File: src/sv/spkt_pkg.sv
// Shared types and constants for the space packet hit decoder.
// Used by every module of the block; depends on nothing else.
`timescale 1ns / 1ps

package spkt_pkg;

	// Bit accumulator for hit records and the counters that go with it.
	localparam int ACC_W   = 52;
	localparam int HELD_W  = 6;
	localparam int AVAIL_W = 14;
	localparam int IDX_W   = 17;
	localparam int HBL_W   = 10;

	// Accepted application process identifiers.
	localparam logic [10:0] APID_A = 11'h0DD;
	localparam logic [10:0] APID_B = 11'h0E2;
	localparam logic [10:0] APID_C = 11'h0E3;

	// Parse phases.
	localparam logic [2:0] PH_PRIMARY = 3'd0;
	localparam logic [2:0] PH_TIME    = 3'd1;
	localparam logic [2:0] PH_SCIENCE = 3'd2;
	localparam logic [2:0] PH_HITS    = 3'd3;
	localparam logic [2:0] PH_SKIP    = 3'd4;

	// Result kinds.
	localparam logic [2:0] RK_HIT      = 3'd0;
	localparam logic [2:0] RK_OK       = 3'd1;
	localparam logic [2:0] RK_MISMATCH = 3'd2;
	localparam logic [2:0] RK_SHORT    = 3'd3;
	localparam logic [2:0] RK_BAD_APID = 3'd4;
	localparam logic [2:0] RK_OVERLONG = 3'd5;

	// Hit record type codes as they appear in the leading nibble.
	localparam logic [3:0] REC_NORMAL   = 4'd0;
	localparam logic [3:0] REC_NEIGHBOR = 4'd1;
	localparam logic [3:0] REC_GUARD    = 4'd2;
	localparam logic [3:0] REC_PULSER   = 4'd3;

	// Record lengths in bits, type nibble included.
	localparam logic [5:0] NEED_FULL     = 6'd44;
	localparam logic [5:0] NEED_NEIGHBOR = 6'd36;
	localparam logic [5:0] NEED_GUARD    = 6'd24;
	localparam logic [5:0] MIN_BITS      = 6'd4;

	// Header sizes in bytes.
	localparam int TIME_HDR_BYTES = 8;
	localparam int SCI_HDR_BYTES  = 7;

	// Output queue.
	localparam int QDEPTH = 4;
	localparam int QPTR_W = 2;
	localparam int QCNT_W = 3;

	typedef struct packed {
		logic [2:0]  result_kind;
		logic [1:0]  hit_kind;
		logic [10:0] readout_id;
		logic        fast_timing;
		logic [13:0] adc_value;
		logic [13:0] tac_value;
		logic [31:0] time_seconds;
		logic [31:0] time_subticks;
		logic [5:0]  hits_decoded;
		logic        guard_veto;
		logic        last_of_packet;
	} result_t;

	// What the record unpacker reports for one byte step.
	typedef struct packed {
		logic              emit;
		logic              stop;
		logic [1:0]        hit_kind;
		logic [10:0]       readout_id;
		logic              fast_timing;
		logic [13:0]       adc_value;
		logic [13:0]       tac_value;
		logic              veto;
		logic [HELD_W-1:0] held_left;
		logic [ACC_W-1:0]  acc_left;
	} dec_t;

endpackage

File: src/sv/space_packet_hit_decoder.sv
// Space packet hit decoder, top level. A byte's results are registered into
// the result queue at its transaction. Throughput: one byte per cycle; in_ready
// is set by the four-entry result queue, which must have room for two results
// (a hit and a packet end can share a byte).
// Reset (arst_n low) clears the parser and the queue at once; no clearing pass.
`timescale 1ns / 1ps

module space_packet_hit_decoder (
	input  logic        clk,
	input  logic        arst_n,
	input  logic        in_valid,
	output logic        in_ready,
	input  logic [7:0]  data_byte,
	output logic        out_valid,
	input  logic        out_ready,
	output logic [2:0]  result_kind,
	output logic [1:0]  hit_kind,
	output logic [10:0] readout_id,
	output logic        fast_timing,
	output logic [13:0] adc_value,
	output logic [13:0] tac_value,
	output logic [31:0] time_seconds,
	output logic [31:0] time_subticks,
	output logic [5:0]  hits_decoded,
	output logic        guard_veto,
	output logic        last_of_packet
);
	import spkt_pkg::*;

	logic       take;
	logic       room;
	logic [1:0] push_n;
	result_t    res_a;
	result_t    res_b;
	result_t    head;

	// A byte transaction completes whenever the queue can absorb the worst
	// case of two results, so the input side never waits on the parse state.
	assign in_ready = room;
	assign take     = in_valid && in_ready;

	// The parser does all per-byte work combinationally: header fields, the bit
	// accumulator and the hit record unpacker, writing results to the queue.
	spkt_parser u_parser (
		.clk       (clk),
		.arst_n    (arst_n),
		.take      (take),
		.data_byte (data_byte),
		.push_n    (push_n),
		.res_a     (res_a),
		.res_b     (res_b)
	);

	// The queue separates the two sides: results wait here while new bytes
	// keep flowing in.
	spkt_out_queue u_queue (
		.clk       (clk),
		.arst_n    (arst_n),
		.push_n    (push_n),
		.push_a    (res_a),
		.push_b    (res_b),
		.out_ready (out_ready),
		.out_valid (out_valid),
		.head      (head),
		.room      (room)
	);

	assign result_kind    = head.result_kind;
	assign hit_kind       = head.hit_kind;
	assign readout_id     = head.readout_id;
	assign fast_timing    = head.fast_timing;
	assign adc_value      = head.adc_value;
	assign tac_value      = head.tac_value;
	assign time_seconds   = head.time_seconds;
	assign time_subticks  = head.time_subticks;
	assign hits_decoded   = head.hits_decoded;
	assign guard_veto     = head.guard_veto;
	assign last_of_packet = head.last_of_packet;

endmodule

File: src/sv/spkt_hit_unpack.sv
// Combinational hit record unpacker: classifies and extracts one record
// from the bit accumulator. Depends on spkt_pkg.
`timescale 1ns / 1ps

module spkt_hit_unpack (
	input  logic [spkt_pkg::ACC_W-1:0]   acc,
	input  logic [spkt_pkg::HELD_W-1:0]  held,
	input  logic [spkt_pkg::AVAIL_W-1:0] avail,
	input  logic [5:0]                   hits_done,
	input  logic [5:0]                   exp_hits,
	output spkt_pkg::dec_t               dec
);
	import spkt_pkg::*;

	localparam logic [1:0] DC_WAIT = 2'd0;
	localparam logic [1:0] DC_STOP = 2'd1;
	localparam logic [1:0] DC_EMIT = 2'd2;

	function automatic logic [5:0] rec_need(input logic [3:0] nib);
		logic [5:0] need;
		case (nib)
			REC_NORMAL, REC_PULSER: need = NEED_FULL;
			REC_NEIGHBOR:           need = NEED_NEIGHBOR;
			REC_GUARD:              need = NEED_GUARD;
			default:                need = 6'd0;
		endcase
		return need;
	endfunction

	function automatic logic [1:0] classify(
		input logic [HELD_W-1:0]  h,
		input logic [AVAIL_W-1:0] av,
		input logic [5:0]         done,
		input logic [5:0]         exp_cnt,
		input logic [3:0]         nib
	);
		logic [5:0] need;
		logic [1:0] res;
		need = rec_need(nib);
		if (done >= exp_cnt) res = DC_STOP;
		else if (av < AVAIL_W'(MIN_BITS)) res = DC_STOP;
		else if (h < MIN_BITS) res = DC_WAIT;
		else if (need == 6'd0) res = DC_STOP;
		else if (av < AVAIL_W'(need)) res = DC_STOP;
		else if (h < need) res = DC_WAIT;
		else res = DC_EMIT;
		return res;
	endfunction

	logic [ACC_W-1:0]   aligned;
	logic [ACC_W-1:0]   aligned2;
	logic [3:0]         nib1;
	logic [5:0]         need1;
	logic [1:0]         cls1;
	logic [1:0]         cls2;
	logic [HELD_W-1:0]  held2;
	logic [AVAIL_W-1:0] avail2;
	logic [5:0]         done2;
	logic [ACC_W-1:0]   keep_mask;

	always_comb begin
		// Put the oldest held bit at the top so fields sit at fixed places.
		aligned   = acc << (HELD_W'(ACC_W) - held);
		nib1      = aligned[ACC_W-1 -: 4];
		need1     = rec_need(nib1);
		cls1      = classify(held, avail, hits_done, exp_hits, nib1);
		held2     = held - need1;
		avail2    = avail - AVAIL_W'(need1);
		done2     = hits_done + 6'd1;
		aligned2  = aligned << need1;
		cls2      = classify(held2, avail2, done2, exp_hits, aligned2[ACC_W-1 -: 4]);
		keep_mask = (ACC_W'(1) << held2) - ACC_W'(1);

		dec = '0;
		dec.emit = (cls1 == DC_EMIT);
		// After a record is taken the loop looks once more; it can only stop or wait.
		dec.stop = dec.emit ? (cls2 == DC_STOP) : (cls1 == DC_STOP);
		dec.hit_kind = nib1[1:0];
		dec.held_left = dec.emit ? held2 : held;
		dec.acc_left = dec.emit ? (acc & keep_mask) : acc;
		case (nib1)
			REC_NEIGHBOR: begin
				dec.readout_id  = aligned[47:37];
				dec.fast_timing = aligned[36];
				dec.adc_value   = {4'd0, aligned[35:26]};
				dec.tac_value   = {4'd0, aligned[25:16]};
			end
			REC_GUARD: begin
				dec.readout_id = {6'd0, aligned[47:43]};
				dec.adc_value  = aligned[42:29];
				dec.veto       = 1'b1;
			end
			default: begin
				dec.readout_id  = aligned[47:37];
				dec.fast_timing = aligned[36];
				dec.adc_value   = aligned[35:22];
				dec.tac_value   = aligned[21:8];
			end
		endcase
	end

endmodule

File: src/sv/spkt_parser.sv
// Packet parser: header state, hit-data accumulation and result building
// for one byte per cycle while take is high. Depends on spkt_pkg and spkt_hit_unpack.
`timescale 1ns / 1ps

module spkt_parser (
	input  logic                 clk,
	input  logic                 arst_n,
	input  logic                 take,
	input  logic [7:0]           data_byte,
	output logic [1:0]           push_n,
	output spkt_pkg::result_t    res_a,
	output spkt_pkg::result_t    res_b
);
	import spkt_pkg::*;

	localparam logic [IDX_W-1:0] PRI_ID_HI  = 17'd0;
	localparam logic [IDX_W-1:0] PRI_ID_LO  = 17'd1;
	localparam logic [IDX_W-1:0] PRI_LEN_HI = 17'd4;
	localparam logic [IDX_W-1:0] PRI_LEN_LO = 17'd5;
	localparam logic [IDX_W-1:0] TIME_SEC_END = 17'd4;
	localparam logic [IDX_W-1:0] TIME_LAST    = 17'd7;
	localparam logic [IDX_W-1:0] SCI_COUNT    = 17'd4;
	localparam logic [IDX_W-1:0] SCI_LEN_LO   = 17'd5;
	localparam logic [IDX_W-1:0] SCI_TYPE     = 17'd6;

	logic [2:0]        phase_q, phase_d;
	logic [IDX_W-1:0]  byte_idx_q, byte_idx_d;
	logic [IDX_W-1:0]  pay_len_q, pay_len_d;
	logic              has_time_q, has_time_d;
	logic [15:0]       hdr_q, hdr_d;
	logic [31:0]       seconds_q, seconds_d;
	logic [31:0]       subticks_q, subticks_d;
	logic [5:0]        exp_hits_q, exp_hits_d;
	logic [HBL_W-1:0]  hit_bytes_q, hit_bytes_d;
	logic [ACC_W-1:0]  acc_q, acc_d;
	logic [HELD_W-1:0] bits_q, bits_d;
	logic [5:0]        hits_done_q, hits_done_d;
	logic              dec_stop_q, dec_stop_d;
	logic              veto_q, veto_d;
	logic              halted_q, halted_d;

	logic [HBL_W-1:0]   hbl_dec;
	logic [HBL_W-1:0]   hbl_lo;
	logic [IDX_W-1:0]   base;
	logic [IDX_W-1:0]   sci_off;
	logic [IDX_W-1:0]   idx_inc;
	logic [IDX_W-1:0]   pl_full;
	logic               run;
	logic [ACC_W-1:0]   acc_in;
	logic [HELD_W-1:0]  held_in;
	logic [AVAIL_W-1:0] avail_in;
	logic               apid_ok;
	logic               step;
	logic               err;
	logic               hit_emit;
	logic               pkt_end;
	logic [2:0]         err_kind;
	result_t            hit_res;
	result_t            end_res;
	dec_t               dec;

	spkt_hit_unpack u_unpack (
		.acc       (acc_in),
		.held      (held_in),
		.avail     (avail_in),
		.hits_done (hits_done_q),
		.exp_hits  (exp_hits_q),
		.dec       (dec)
	);

	always_comb begin
		phase_d     = phase_q;
		byte_idx_d  = byte_idx_q;
		pay_len_d   = pay_len_q;
		has_time_d  = has_time_q;
		hdr_d       = hdr_q;
		seconds_d   = seconds_q;
		subticks_d  = subticks_q;
		exp_hits_d  = exp_hits_q;
		hit_bytes_d = hit_bytes_q;
		acc_d       = acc_q;
		bits_d      = bits_q;
		hits_done_d = hits_done_q;
		dec_stop_d  = dec_stop_q;
		veto_d      = veto_q;
		halted_d    = halted_q;

		hbl_dec  = hit_bytes_q - HBL_W'(1);
		hbl_lo   = {hit_bytes_q[9:8], data_byte};
		base     = has_time_q ? IDX_W'(TIME_HDR_BYTES) : '0;
		sci_off  = byte_idx_q - base;
		idx_inc  = byte_idx_q + IDX_W'(1);
		pl_full  = {1'b0, pay_len_q[15:8], data_byte} + IDX_W'(1);
		run      = (phase_q == PH_HITS) && !dec_stop_q;
		acc_in   = run ? {acc_q[ACC_W-9:0], data_byte} : acc_q;
		held_in  = run ? (bits_q + HELD_W'(8)) : bits_q;
		avail_in = AVAIL_W'(held_in) + {1'b0, hbl_dec, 3'b000};
		apid_ok  = hdr_q[10:0] inside {APID_A, APID_B, APID_C};

		step     = 1'b0;
		err      = 1'b0;
		err_kind = RK_BAD_APID;
		hit_emit = 1'b0;
		pkt_end  = 1'b0;

		if (take && !halted_q) begin
			case (phase_q)
				PH_PRIMARY: begin
					byte_idx_d = idx_inc;
					if (byte_idx_q == PRI_ID_HI) begin
						hdr_d = {data_byte, 8'h00};
					end else if (byte_idx_q == PRI_ID_LO) begin
						hdr_d = {hdr_q[15:8], data_byte};
					end else if (byte_idx_q == PRI_LEN_HI) begin
						pay_len_d = {1'b0, data_byte, 8'h00};
					end else if (byte_idx_q == PRI_LEN_LO) begin
						pay_len_d  = pl_full;
						has_time_d = hdr_q[11];
						byte_idx_d = byte_idx_q;
						if (!apid_ok) begin
							err      = 1'b1;
							err_kind = RK_BAD_APID;
						end else if (pl_full < (hdr_q[11] ?
							IDX_W'(TIME_HDR_BYTES + SCI_HDR_BYTES) :
							IDX_W'(SCI_HDR_BYTES))) begin
							err      = 1'b1;
							err_kind = RK_SHORT;
						end else begin
							phase_d    = hdr_q[11] ? PH_TIME : PH_SCIENCE;
							byte_idx_d = '0;
						end
					end
				end
				PH_TIME: begin
					step = 1'b1;
					if (byte_idx_q < TIME_SEC_END) seconds_d = {seconds_q[23:0], data_byte};
					else subticks_d = {subticks_q[23:0], data_byte};
					if (byte_idx_q == TIME_LAST) phase_d = PH_SCIENCE;
				end
				PH_SCIENCE: begin
					step = 1'b1;
					if (sci_off == SCI_COUNT) begin
						exp_hits_d  = data_byte[7:2];
						hit_bytes_d = {data_byte[1:0], 8'h00};
					end else if (sci_off == SCI_LEN_LO) begin
						hit_bytes_d = hbl_lo;
						if (pay_len_q < base + IDX_W'(SCI_HDR_BYTES) + IDX_W'(hbl_lo)) begin
							step     = 1'b0;
							err      = 1'b1;
							err_kind = RK_OVERLONG;
						end
					end else if (sci_off == SCI_TYPE) begin
						phase_d = (hit_bytes_q != '0) ? PH_HITS : PH_SKIP;
					end
				end
				PH_HITS: begin
					step        = 1'b1;
					hit_bytes_d = hbl_dec;
					if (run) begin
						if (dec.emit) begin
							hit_emit    = 1'b1;
							acc_d       = dec.acc_left;
							bits_d      = dec.held_left;
							hits_done_d = hits_done_q + 6'd1;
							if (dec.veto) veto_d = 1'b1;
						end else begin
							acc_d  = acc_in;
							bits_d = held_in;
						end
						if (dec.stop) dec_stop_d = 1'b1;
					end
					if (hbl_dec == '0) begin
						phase_d    = PH_SKIP;
						dec_stop_d = 1'b1;
					end
				end
				default: begin
					step = 1'b1;
				end
			endcase

			if (err) halted_d = 1'b1;
		end

		if (step) begin
			byte_idx_d = idx_inc;
			pkt_end = (idx_inc >= pay_len_q);
		end

		hit_res                = '0;
		hit_res.result_kind    = RK_HIT;
		hit_res.hit_kind       = dec.hit_kind;
		hit_res.readout_id     = dec.readout_id;
		hit_res.fast_timing    = dec.fast_timing;
		hit_res.adc_value      = dec.adc_value;
		hit_res.tac_value      = dec.tac_value;
		hit_res.time_seconds   = seconds_q;
		hit_res.time_subticks  = subticks_q;

		end_res                = '0;
		end_res.result_kind    = (hits_done_d == exp_hits_d) ? RK_OK : RK_MISMATCH;
		end_res.time_seconds   = seconds_d;
		end_res.time_subticks  = subticks_d;
		end_res.hits_decoded   = hits_done_d;
		end_res.guard_veto     = veto_d;
		end_res.last_of_packet = 1'b1;

		if (pkt_end) begin
			phase_d     = PH_PRIMARY;
			byte_idx_d  = '0;
			pay_len_d   = '0;
			has_time_d  = 1'b0;
			hdr_d       = '0;
			seconds_d   = '0;
			subticks_d  = '0;
			exp_hits_d  = '0;
			hit_bytes_d = '0;
			acc_d       = '0;
			bits_d      = '0;
			hits_done_d = '0;
			dec_stop_d  = 1'b0;
			veto_d      = 1'b0;
		end

		push_n = 2'd0;
		res_a  = '0;
		res_b  = '0;
		if (err) begin
			push_n               = 2'd1;
			res_a.result_kind    = err_kind;
			res_a.last_of_packet = 1'b1;
		end else if (hit_emit && pkt_end) begin
			push_n = 2'd2;
			res_a  = hit_res;
			res_b  = end_res;
		end else if (hit_emit) begin
			push_n = 2'd1;
			res_a  = hit_res;
		end else if (pkt_end) begin
			push_n = 2'd1;
			res_a  = end_res;
		end
	end

	always_ff @(posedge clk or negedge arst_n) begin
		if (!arst_n) begin
			phase_q     <= PH_PRIMARY;
			byte_idx_q  <= '0;
			pay_len_q   <= '0;
			has_time_q  <= 1'b0;
			hdr_q       <= '0;
			seconds_q   <= '0;
			subticks_q  <= '0;
			exp_hits_q  <= '0;
			hit_bytes_q <= '0;
			acc_q       <= '0;
			bits_q      <= '0;
			hits_done_q <= '0;
			dec_stop_q  <= 1'b0;
			veto_q      <= 1'b0;
			halted_q    <= 1'b0;
		end else begin
			phase_q     <= phase_d;
			byte_idx_q  <= byte_idx_d;
			pay_len_q   <= pay_len_d;
			has_time_q  <= has_time_d;
			hdr_q       <= hdr_d;
			seconds_q   <= seconds_d;
			subticks_q  <= subticks_d;
			exp_hits_q  <= exp_hits_d;
			hit_bytes_q <= hit_bytes_d;
			acc_q       <= acc_d;
			bits_q      <= bits_d;
			hits_done_q <= hits_done_d;
			dec_stop_q  <= dec_stop_d;
			veto_q      <= veto_d;
			halted_q    <= halted_d;
		end
	end

endmodule

File: src/sv/spkt_out_queue.sv
// Result queue: takes up to two results per cycle, hands out one per
// transaction. Depends on spkt_pkg.
`timescale 1ns / 1ps

module spkt_out_queue (
	input  logic              clk,
	input  logic              arst_n,
	input  logic [1:0]        push_n,
	input  spkt_pkg::result_t push_a,
	input  spkt_pkg::result_t push_b,
	input  logic              out_ready,
	output logic              out_valid,
	output spkt_pkg::result_t head,
	output logic              room
);
	import spkt_pkg::*;

	result_t           mem [QDEPTH];
	logic [QPTR_W-1:0] wr_ptr_q;
	logic [QPTR_W-1:0] rd_ptr_q;
	logic [QPTR_W-1:0] wr_next;
	logic [QCNT_W-1:0] cnt_q;
	logic              pop;

	assign out_valid = (cnt_q != '0);
	assign pop       = out_valid && out_ready;
	assign head      = mem[rd_ptr_q];
	assign room      = (cnt_q <= QCNT_W'(QDEPTH - 2));
	assign wr_next   = wr_ptr_q + QPTR_W'(1);

	always_ff @(posedge clk) begin
		if (push_n != 2'd0) mem[wr_ptr_q] <= push_a;
		if (push_n == 2'd2) mem[wr_next] <= push_b;
	end

	always_ff @(posedge clk or negedge arst_n) begin
		if (!arst_n) begin
			wr_ptr_q <= '0;
			rd_ptr_q <= '0;
			cnt_q    <= '0;
		end else begin
			wr_ptr_q <= wr_ptr_q + QPTR_W'(push_n);
			if (pop) rd_ptr_q <= rd_ptr_q + QPTR_W'(1);
			cnt_q <= cnt_q + QCNT_W'(push_n) - QCNT_W'(pop);
		end
	end

endmodule

File: config.mk
export PLATFORM = sky130hd
export DESIGN_NAME = space_packet_hit_decoder
export DESIGN_NICKNAME = d
export VERILOG_FILES = /design/src/sv/spkt_pkg.sv /design/src/sv/space_packet_hit_decoder.sv /design/src/sv/spkt_hit_unpack.sv /design/src/sv/spkt_parser.sv /design/src/sv/spkt_out_queue.sv
export SDC_FILE = /design/constraint.sdc
export NUM_CORES = 2
export LEC_CHECK = 0
export BUFFER_PORTS_ARGS = -buffer_cell sky130_fd_sc_hd__buf_2
export CORE_AREA = 2 2 269 205
export CTS_BUF_LIST = sky130_fd_sc_hd__clkbuf_8
export DETAILED_ROUTE_END_ITERATION = 7
export DIE_AREA = 0 0 271 207
export PLACE_DENSITY = 0.95
export SYNTH_ARGS = -nofsm -noshare
export SYNTH_HDL_FRONTEND = slang
export SYNTH_SLANG_ARGS = --single-unit
File: constraint.sdc
create_clock -name clk -period 12.3 [get_ports clk]
set_input_delay 2.46 -clock clk [delete_from_list [all_inputs] [get_ports clk]]
set_output_delay 2.46 -clock clk [all_outputs]
set_load 0.02 [all_outputs]
==> results.py <==
metrics = {
    "finish": {
        "area_growth_pct": 7.89,
        "final_nets": 3530,
        "final_common_cell": "nand2_1",
        "layout_common_cells": "nand2_1, a22o_1, edfxtp_1",
        "instances_no_fill": 4253,
        "layout-drive-gt1-share_pct": 17.0,
        "nFillCells": 3081,
    },
    "cts": {
        "cts_hold_buf": 0,
        "clock-sinks": 670,
        "cts_tree": "built",
        "cts_buffers": 100,
        "clk_pin_slew_ns": 0.06,
        "clk_path_buf_depth": 3,
        "post-cts-setup-buffer-count": 0,
        "h-tree-depth": 3,
        "clk_latency_ns": 0.78,
        "ctsResizeCount": 0,
        "cts_root_buf": "clkbuf_8",
    },
    "detailed_routing": {
        "drt_pass1_iterations": 8,
        "finalWirelength_um": 121000,
        "wl_per_cell_um": 28.6,
        "ant_nets": 0,
        "remaining_drc_errors": 22,
        "vias_per_cell": 7.77,
        "vias": 33100,
        "drtIter0Drc": 6479,
    },
    "worst_setup_path": {
        "start_kind": "input pin",
        "path_common_cell": "inv_1",
        "worst-setup-path-type": "input pin to register",
        "r2r_end": "u_queue.mem[0][30]",
        "cp.arrival_ns": 10.66,
        "rrSetupSlack_ns": 2.06,
        "timing.rr.start": "u_parser.phase_q[0]",
        "end_kind": "register",
        "worstRegToRegCells": 28,
        "cp.required_ns": 12.71,
        "cp_slowest_stage_delay_ns": 0.80,
        "slowest_stage": "clkinv_2",
        "path_max_fanout": 42,
    },
    "global_routing": {
        "gr-usage-all-layers_pct": 42.4,
        "antenna_found_initial": 6,
        "overflow": 0,
        "grt_pass1_wl_um": 186000,
        "grt_max_degree": 82,
        "grt_pass1_vias": 31300,
    },
    "die": {
        "ios": 131,
        "fp.coreArea_um2": 53600,
        "rows": 74,
        "die_x_um": 271,
        "die_h_um": 207,
        "initial_utilization_pct": 69.1,
        "dieArea_um2": 56100,
    },
    "synth": {
        "synth_edf_count": 296,
        "yosysSeqAreaShare_pct": 46.9,
        "syn_avg_cell_area_um2": 10.7,
        "yosys_most_used_dff": "edfxtp_1",
        "yosysUniqueCellTypes": 108,
        "synth-warning-count": 0,
        "ys_ff_latch": 670,
        "netlist_instances": 3464,
        "syn_nets": 3552,
        "netlist_area_um2": 37100,
        "async_reset_ff_share_pct": 30.1,
    },
    "timing": {
        "timing_hold_violations_final": 0,
        "finalSetupViolCount": 0,
        "fin_tns_setup_ns": 0,
        "relSlewSlack_pct": 8.72,
        "fin_ws_ns": 2.05,
        "finalMaxSlewViolations": 0,
        "fin_crit_sh_pct": 83.3,
        "finalCriticalPeriod_ns": 10.25,
        "rsz0062_at_grt": "false",
        "worstMarginPinSlew_ns": 1.36,
        "max_freq_ghz": 0.0976,
        "clock_skew_ns": 0.0699,
    },
    "place": {
        "place_ws_ns": 1.94,
        "io_buffers": 130,
        "hpwl_um": 72200,
        "gp_congestion": 0.985,
        "dpl.cell_count": 4062,
    },
    "run_status": {
        "outcome": "finished with violations",
        "violations": "design-rule violations",
    },
    "hold_path": {
        "holdPathStages": 1,
        "worstHoldPathType": "register to register",
        "holdPathEnd": "u_queue.mem[0][76]",
        "worstHoldStart": "u_queue.mem[0][76]",
    },
    "flow_run": {
        "drv_cap": 0,
    },
    "power": {
        "peakVddDrop_mv": 0.399,
        "power.density_nw_per_um2": 252,
        "leakagePower_nw": 15.0,
    },
}
[worst max path at each step]
stage          slack [ns]                 end  depth (start not counted)           startpoint
6_report             2.05  u_queue.mem[0][30]                         25         data_byte[1]
5_1_grt              1.65  u_queue.mem[0][27]                         28  u_parser.phase_q[0]
4_1_cts              2.48  u_queue.mem[0][27]                         28  u_parser.phase_q[0]
3_5_place_dp         1.94   u_queue.mem[0][0]                         25         data_byte[1]
3_3_place_gp         2.23  u_queue.mem[0][24]                         25         data_byte[1]
2_1_floorplan        3.03   u_queue.mem[1][0]                         24         data_byte[7]
[worst max-delay path: cells and delay by family]
kind                       cells  cell delay (ns)
AOI/OAI and AO/OA              5             1.45
adders and majority gates      2             0.83
buffers and inverters          9             3.37
muxes                          1             0.29
and+or+nand+nor                8             2.17
[layer usage]
metal / vias to the layer above / track usage (%) / share of wire (%)
li1: 13200 / - / -
met1: 15500 / 57.3 / 34
met2: 3653 / 61.3 / 42
met3: 755 / 14.7 / 17
met4: 2 / 20.9 / 6.4
met5: - / 0 / 0.0066
[report_power, final]
part / leakage [nW] / switching (mW) / internal [mW]
Clock: 1.21 / 0.954 / 0.976
Sequential: 6.74 / 0.315 / 2.53
Combinational: 7.08 / 3.56 / 1.75
[cells by family (layout without fill, tap and decap cells)]
group	Yosys count	in the layout	share of synthesized area (%)
AO/OA/AOI/OAI	988	988	19.6
XOR/XNOR	75	75	1.77
adder cells (fa/ha/maj)	76	76	2.65
buffers and inverters	405	467	4.58
flip-flops	670	670	46.9
multiplexers	224	224	11.4
other	1	6	0.0101
AND/OR/NAND/NOR	1025	1025	13.1
[through the flow]
stage	instance area, um^2	power [mW]	utilization [%]	hold WS [ns]
2_1_floorplan	37100	6.41	-	0.421
3_3_place_gp	37900	7.75	70.7	0.432
3_5_place_dp	37900	7.86	70.7	0.443
4_1_cts	40000	9.81	74.6	0.455
5_1_grt	40000	10.5	74.6	0.480
6_report	40000	10.1	74.6	0.463
[layout make-up]
class	instances	area [um^2]	area share, %
timing repair buffer	205	1220	3.06
clock inverter	66	423	1.06
tap	722	903	2.26
clock buffer	120	1650	4.13
antenna	5	12.5	0.0313
sequential	670	17400	43.5
multi-input combinational	2389	18100	45.2
inverter	76	292	0.729
[registers in the layout (all words and copies together) (netlist names), 2 cells and up]
signal and cells:
u_parser.exp_hits_q 6, u_parser.bits_q 4, u_parser.byte_idx_q 17, u_parser.seconds_q 32
u_queue.wr_ptr_q 2, u_parser.acc_q 52, u_parser.pay_len_q 17, u_parser.hits_done_q 6
u_queue.mem 468, u_parser.hdr_q 12, u_parser.phase_q 3, u_queue.cnt_q 3
u_parser.subticks_q 32, u_parser.hit_bytes_q 10, u_queue.rd_ptr_q 2
[cell usage after synthesis, types with 31 or more instances]
master | number | area (um^2)
nor2_1 | 212 | 796
buf_2 | 53 | 265
o22ai_1 | 46 | 288
ha_1 | 72 | 901
nand3_1 | 185 | 926
buf_1 | 62 | 233
nor3_1 | 47 | 235
a31oi_1 | 32 | 200
nand2_1 | 359 | 1350
clkbuf_1 | 191 | 717
xnor2_1 | 44 | 385
mux2i_1 | 50 | 500
dfxtp_1 | 172 | 3440
mux4_2 | 157 | 3540
a21oi_1 | 133 | 666
o21ai_0 | 183 | 916
a22o_1 | 343 | 3000
inv_1 | 72 | 270
xor2_1 | 31 | 272
dfrtp_1 | 202 | 5050
edfxtp_1 | 296 | 8890
No activity file was read; power rests on OpenSTA's default activity.
